`src/design/pfc_pkg.sv`:
```
// shared types, constants and a function for the packet frame checker
`default_nettype none

package pfc_pkg;

	localparam int HEADER_BYTES = 13;
	localparam int COUNT_W      = 17;
	localparam int CFG_DATA_W   = 17;
	localparam int CFG_INDEX_W  = 2;

	localparam logic [COUNT_W-1:0] COUNT_MAX  = {COUNT_W{1'b1}};
	localparam logic [COUNT_W-1:0] HEADER_LEN = COUNT_W'(HEADER_BYTES);

	localparam logic [CFG_INDEX_W-1:0] CFG_MAX_TYPE  = 2'd0;
	localparam logic [CFG_INDEX_W-1:0] CFG_MAX_DATA  = 2'd1;
	localparam logic [CFG_INDEX_W-1:0] CFG_MAX_FRAME = 2'd2;

	localparam logic [7:0]         RST_MAX_TYPE  = 8'd255;
	localparam logic [15:0]        RST_MAX_DATA  = 16'd1024;
	localparam logic [COUNT_W-1:0] RST_MAX_FRAME = 17'd1037;

	localparam logic [2:0] ERR_NONE     = 3'd0;
	localparam logic [2:0] ERR_SHORT    = 3'd1;
	localparam logic [2:0] ERR_LONG     = 3'd2;
	localparam logic [2:0] ERR_TYPE     = 3'd3;
	localparam logic [2:0] ERR_SIZE     = 3'd4;
	localparam logic [2:0] ERR_MISMATCH = 3'd5;
	localparam logic [2:0] ERR_CHECKSUM = 3'd6;

	typedef struct packed {
		logic [7:0]         max_type;
		logic [15:0]        max_data;
		logic [COUNT_W-1:0] max_frame;
	} cfg_t;

	typedef struct packed {
		logic [COUNT_W-1:0] len;
		logic [15:0]        sum;
		logic [7:0]         pend;
		logic [31:0]        conn;
		logic [31:0]        pkt;
		logic [15:0]        chk;
		logic [15:0]        size;
		logic [7:0]         mtype;
	} snap_t;

	function automatic logic [15:0] ones_add(input logic [15:0] a, input logic [15:0] b);
		logic [16:0] s;
		s = {1'b0, a} + {1'b0, b};
		return s[15:0] + {15'd0, s[16]};
	endfunction

endpackage

`default_nettype wire

```
`src/design/pfc_accum.sv`:
```
// per-frame header capture and running one's-complement sum, snapshot on the last beat
`default_nettype none

module pfc_accum (
	input  wire logic          clk,
	input  wire logic          arst_n,
	input  wire logic          beat_go,
	input  wire logic [7:0]    rx_byte,
	input  wire logic          frame_end,
	input  wire logic          s2_ready,
	output pfc_pkg::snap_t     snap_s2,
	output logic               snap_valid_s2
);

	logic [pfc_pkg::COUNT_W-1:0] count_q;
	logic [15:0]                 sum_q;
	logic [7:0]                  pend_q;
	logic [31:0]                 conn_q;
	logic [31:0]                 pkt_q;
	logic [15:0]                 chk_q;
	logic [15:0]                 size_q;
	logic [7:0]                  type_q;

	pfc_pkg::snap_t nxt;
	logic [7:0]     sb;

	always_comb begin
		nxt.len   = count_q;
		nxt.sum   = sum_q;
		nxt.pend  = pend_q;
		nxt.conn  = conn_q;
		nxt.pkt   = pkt_q;
		nxt.chk   = chk_q;
		nxt.size  = size_q;
		nxt.mtype = type_q;
		sb = (count_q == 17'd8 || count_q == 17'd9) ? 8'd0 : rx_byte;
		if (count_q != pfc_pkg::COUNT_MAX) begin
			if (count_q < 17'd4) begin
				nxt.conn[8*count_q[1:0] +: 8] = rx_byte;
			end else if (count_q < 17'd8) begin
				nxt.pkt[8*count_q[1:0] +: 8] = rx_byte;
			end else if (count_q < 17'd10) begin
				nxt.chk[8*count_q[0] +: 8] = rx_byte;
			end else if (count_q < 17'd12) begin
				nxt.size[8*count_q[0] +: 8] = rx_byte;
			end else if (count_q == 17'd12) begin
				nxt.mtype = rx_byte;
			end
			if (!count_q[0]) begin
				nxt.pend = sb;
			end else begin
				nxt.sum = pfc_pkg::ones_add(sum_q, {pend_q, sb});
			end
			nxt.len = count_q + 17'd1;
		end
	end

	always_ff @(posedge clk or negedge arst_n) begin
		if (!arst_n) begin
			count_q <= '0;
			sum_q   <= '0;
			pend_q  <= '0;
			conn_q  <= '0;
			pkt_q   <= '0;
			chk_q   <= '0;
			size_q  <= '0;
			type_q  <= '0;
		end else if (beat_go) begin
			if (frame_end) begin
				count_q <= '0;
				sum_q   <= '0;
				pend_q  <= '0;
				conn_q  <= '0;
				pkt_q   <= '0;
				chk_q   <= '0;
				size_q  <= '0;
				type_q  <= '0;
			end else begin
				count_q <= nxt.len;
				sum_q   <= nxt.sum;
				pend_q  <= nxt.pend;
				conn_q  <= nxt.conn;
				pkt_q   <= nxt.pkt;
				chk_q   <= nxt.chk;
				size_q  <= nxt.size;
				type_q  <= nxt.mtype;
			end
		end
	end

	always_ff @(posedge clk or negedge arst_n) begin
		if (!arst_n) begin
			snap_valid_s2 <= 1'b0;
		end else if (s2_ready) begin
			snap_valid_s2 <= beat_go && frame_end;
		end
	end

	always_ff @(posedge clk) begin
		if (beat_go && frame_end) begin
			snap_s2 <= nxt;
		end
	end

endmodule

`default_nettype wire

```
`config.mk`:
```
export PLATFORM = sky130hd
export DESIGN_NAME = pfc_accum
export DESIGN_NICKNAME = d
export VERILOG_FILES = /design/src/design/pfc_pkg.sv /design/src/design/pfc_accum.sv
export SDC_FILE = /design/constraint.sdc
export NUM_CORES = 1
export LEC_CHECK = 0
export BUFFER_PORTS_ARGS = -buffer_cell sky130_fd_sc_hd__buf_2
export CAP_MARGIN = 10
export CORE_MARGIN = 8
export CORE_UTILIZATION = 29
export CTS_CLUSTER_SIZE = 28
export DETAILED_ROUTE_END_ITERATION = 10
export PLACE_DENSITY = 0.58
export SLEW_MARGIN = 20
export SYNTH_ARGS = -nofsm -noshare
export SYNTH_HDL_FRONTEND = slang
export SYNTH_SLANG_ARGS = --single-unit
```
`constraint.sdc`:
```
create_clock -name clk -period 4.9 [get_ports clk]
set_input_delay 0.49 -clock clk [delete_from_list [all_inputs] [get_ports clk]]
set_output_delay 0.49 -clock clk [all_outputs]
set_load 0.1 [all_outputs]
```
## Word level (Yosys, flattened, before mapping)

Cells that the tools add are included.

- $add $sub $neg: 5
- Multiply operators: 0
- Div/mod/pow operators: 0
- Order comparisons: 4
- Equality and inequality tests: 4
- Shifts and indexed selects: 4
- Multiplexer cells: 25
- Bitwise operators: 0
- Reductions and logical operators: 2

Operators with widths:

| operator | number |
|---|---|
| two-way mux 145 bit | 1 |
| two-way mux 32 bit | 4 |
| two-way mux 16 bit | 6 |
| two-way mux 72 bit | 1 |
| bitwise mux 32 bit | 2 |
| == test 17 x 4 -> 1 bit, second input constant | 3 |
| less-than comparator 17 x 4 -> 1 bit, second input constant | 3 |
| two-way mux 8 bit | 6 |
| two-way mux 40 bit | 1 |
| negator 4 -> 34 bit | 1 |
| negator 5 -> 34 bit | 1 |
| variable shift 8 x 34 -> 16 bit, first input constant | 1 |
| variable shift 8 x 34 -> 32 bit, first input constant | 1 |
| variable part select 8 x 34 -> 16 bit | 1 |
| variable part select 8 x 34 -> 32 bit | 1 |
| bitwise mux 16 bit | 2 |
| two-way mux 24 bit | 1 |
| adder 16 x 16 -> 17 bit | 1 |
| adder 17 x 1 -> 17 bit, second input constant | 1 |
| less-than comparator 17 x 3 -> 1 bit, second input constant | 1 |
| two-way mux 17 bit | 1 |
| inequality test 17 bit, second input constant | 1 |
| adder 16 x 1 -> 16 bit | 1 |
| logical AND 1 bit | 1 |
| logical OR 1 bit | 1 |

- Flip-flop bits (word level): 291
- Bits in latches: 0
- RAM bits: 0
- Bits in read-only memories: 0
- Bits of input ports: 13
- Output and inout bits: 146
- Logic and storage cells: 61
- Memories: 0

## Longest topological paths before layout

- Depth in word-level cells: 9
- Mapped depth: 29
- Depth with buffers taken out: 28

## Worst setup path after synthesis

No wires, ideal clock.

- Path kind: input to register
- Start point: in beat_go
- End point: reg snap_valid_s2
- Setup time: 0.109 ns
- Arrival: 7.794 ns
- Data required time: 4.791 ns
- Setup slack: -3.003 ns
- Stages on the path: 5
- Buffers on the path: 2
- Path through: inv_1 -> clkbuf_1 -> clkbuf_1 -> nor2_1 -> mux2_2

- Longest elaborated chain between the ends: 1

RTL lines:

| item | line | source |
|---|---|---|
| from (decl) | pfc_accum.sv:7 | `input wire logic beat_go,` |
| logical AND 1 bit | pfc_accum.sv:95 | `snap_valid_s2 <= beat_go && frame_end;` |
| to (signal assigned) | pfc_accum.sv:95 |  |
| to (decl) | pfc_accum.sv:12 | `output logic snap_valid_s2` |

No other way between the ends.
A chain may end at the register's enable or synchronous reset.

==> metrics.md <==
| Metric | Value |
|---|---|
| Share of the synthesized area in the top cell type | 33.0% |
| CTS sink cnt | 291 |
| Final setup skew | 0.0230 ns |
| Placed cells | 1820 |
| Synth top area cells | edfxtp_1 33%, dfrtp_1 28%, a22o_1 6.2% |
| Clock root cell | clkbuf_16 |
| Clk_lat worst skew | 0.58 ns |
| RSZ-0062 raised after global routing | true |
| Power Density | 413 mW/mm2 |
| P_leak | 6.63 nW |
| Layout cells sized above 1 | 27.0% |
| Dpl cell area | 0.0148 mm2 |
| Crit path kind | flop to flop |
| Fin area | 0.0161 mm2 |
| Most frequent cells in the layout | 157 x nand2_1, 157 x buf_2, 145 x dfrtp_1, 145 x edfxtp_1, 100 x o21ai_0 |
| Top_reg_cell synth | dfrtp_1 |
| Hold Crit Class | primary input to flop |
| Total number of vias | 9530 |
| Clock buffer depth | 3 |
| Io pins | 159 |
| Post-DRT Antenna Nets | 0 |
| Post-synthesis cell area | 0.0132 mm2 |
| H-tree depth | 1 |
| HPWL after detailed placement | 25.3 mm |
| First-pass GRT wire length | 58.8 mm |
| Hold Worst Slack | 0.171 ns |
| Tcrit/Tclk final | 96.8% |
| Syn_nets | 1126 |
| Die width | 229 um |
| Dpl ws | -0.0946 ns |
| Filler Cells Inserted | 4436 |
| Initial antenna violation count | 0 |
| All-Layer GR Usage | 14.0% |
| Worst slew margin | 31.1% |
| RePlAce Congestion | 0.857 |
| Crit-path max FO | 7 |
| Fin. Hold Viols | 0 |
| Least-Margin Pin Slew | 1.03 ns |
| Distinct cells, synth | 64 |
| Final Setup Violations | 0 |
| Fmax | 0.211 GHz |
| Maxcap violations | 0 |
| CTS tree | yes |
| Grt ovf | 0 |
| Antenna cells | 0 |
| Critical path endpoint category | flop |
| Syn-to-layout area delta | 22.4% |
| Arrival time worst endpoint | 5.04 ns |
| Critical-path top delay cell | dfrtp_1 |
| Slack of the critical path | 0.157 ns |
| Synthesis Warnings | 0 |
| Max stage delay on crit path | 0.41 ns |
| DR WL/cell | 20.3 um |
| Drt first pass iters | 5 |
| Die Area | 0.0525 mm2 |
| Worst setup SP type | flop |
| PortBufs | 158 |
| Final Max Slew Viols | 0 |
| Outcome | completed |
| Starting density of the core | 29.2% |
| Cell Rows | 78 |
| Fin cells | 1890 |
| Tot Pwr | 6.67 mW |
| DRC | 0 |
| Die Height | 229 um |
| Mean area per synthesized cell | 12.1 um2 |
| Net count, final | 1303 |
| Count of state elements after synthesis | 291 |
| Critical path's most frequent cell | o21ai_1 |
| Post-synth EDFFs | 145 |
| Synth async-reset ratio | 50.2% |
| Synthesized instance count | 1089 |
| Area leader, netlist | edfxtp_1 |
| Peak supply drop | 241 uV |
| Sequential area share after synthesis | 60.7% |
| Crit path required time | 5.20 ns |
| Clock buffer count from CTS | 30 |
| Crit path time final | 4.74 ns |
| Initial drt markers | 677 |
| Largest net degree at the start of global routing | 94 |
| Vias in the first global route | 9347 |
| DRT Wirelength | 38.4 mm |
| Drt via density | 5.04 |
| Core area | 0.0451 mm2 |
| Clk pin slew, worst setup/hold paths | 0.07 ns |
timing repair:
action / CTS / global route
hold endpoints to repair: 65 / 0
resized for setup: 16 / 20
gates cloned: 0 / 0
endpoints found under the setup margin: 2 / 7
pin swaps: 15 / 21
hold buffers: 1 / 0
buffers inserted: 7 / 6
stage by stage:
stage                     setup TNS [ns]  utilization [%]
after floorplan                        0                -
final                                  0             35.8
after global routing              -0.464             35.8
after CTS                              0             35.5
after global placement                 0             32.9
after detailed placement         -0.0949             32.9
synthesized netlist by cell type (3+ instances only):
library cell  number
mux2_2            42
nor4_2             3
nor3_1            13
o21ai_0          102
edfxtp_1         145
xnor2_1           31
a21oi_1           16
nor3b_1            5
o31a_1            17
ha_1              23
a21o_1             4
nand4b_1           3
nor2b_1            5
nor2_1            26
inv_1             22
nand3_1           13
o31ai_1            4
o2bb2ai_1         40
or3_1              3
o211ai_1           4
nand4_1            5
a22o_1            94
nor4_1             3
xor2_1             7
and3_1             8
nand2_1          161
clkbuf_1          61
and2_1             3
a31oi_1            3
buf_2              3
dfrtp_1          146
o21a_1             5
a22oi_1           25
o21ai_1            7
cells by family (layout without fill, tap and decap cells):
family                     Yosys count  count (layout)  share of synthesized area (%)
AOI/OAI and AO/OA                  339             339                           18.6
DFF                                291             291                           60.7
and+or+nand+nor                    262             262                           9.10
buffers and inverters               90             291                           2.68
muxes                               43              43                           3.66
xor gates and xnor gates            40              40                           2.87
adders and majority gates           24              24                           2.33
metal layers:
layer	vias up	GRT usage, %	wire [um]
met2	269	21.4	17200
met1	4754	19.5	17800
met5	-	0	0
met4	0	4.56	1020
met3	53	3.19	2350
li1	4454	-	-
state kept, by name (all words and copies together) (netlist names):
name,count
chk_q,16
conn_q,32
count_q,17
pend_q,8
pkt_q,32
size_q,16
snap_s2,145
snap_valid_s2,1
sum_q,16
type_q,8
power breakdown:
group	switching [mW]	total (mW)	internal (mW)
clock network	1.04	2.39	1.35
registers	0.100	2.86	2.76
logic	1.04	1.42	0.375
total	2.18	6.67	4.49
worst paths after layout:
check | start | endpoint | cells after the start | slack (ns)
min in group asynchronous | arst_n | sum_q[11] | 2 | 0.46
max | count_q[4] | snap_s2[127] | 26 | 0.16
min reg2reg | pkt_q[7] | pkt_q[7] | 1 | 0.49
max reg2reg | count_q[4] | snap_s2[127] | 26 | 0.16
max in group asynchronous | arst_n | chk_q[10] | 3 | 3.49
min | s2_ready | snap_valid_s2 | 2 | 0.17
critical path: cells and delay by family, from the launching register on:
kind / cells / cell delay [ns]
buffers and inverters: 2 / 0.19
flip-flops: 1 / 0.41
adder cells (fa/ha/maj): 2 / 0.44
AND/OR/NAND/NOR: 12 / 2.11
XOR/XNOR: 2 / 0.34
AO/OA/AOI/OAI: 8 / 0.99
area by class of cell:
type,count,area (um2),area share (%)
clock buffer,32,758,4.70
timing repair buffer,211,1250,7.73
inverter,24,95.1,0.589
clock inverter,24,267,1.65
multi-input combinational,708,5010,31.1
sequential,291,8010,49.6
tap,600,751,4.65
(Power assumes the default switching activity.)
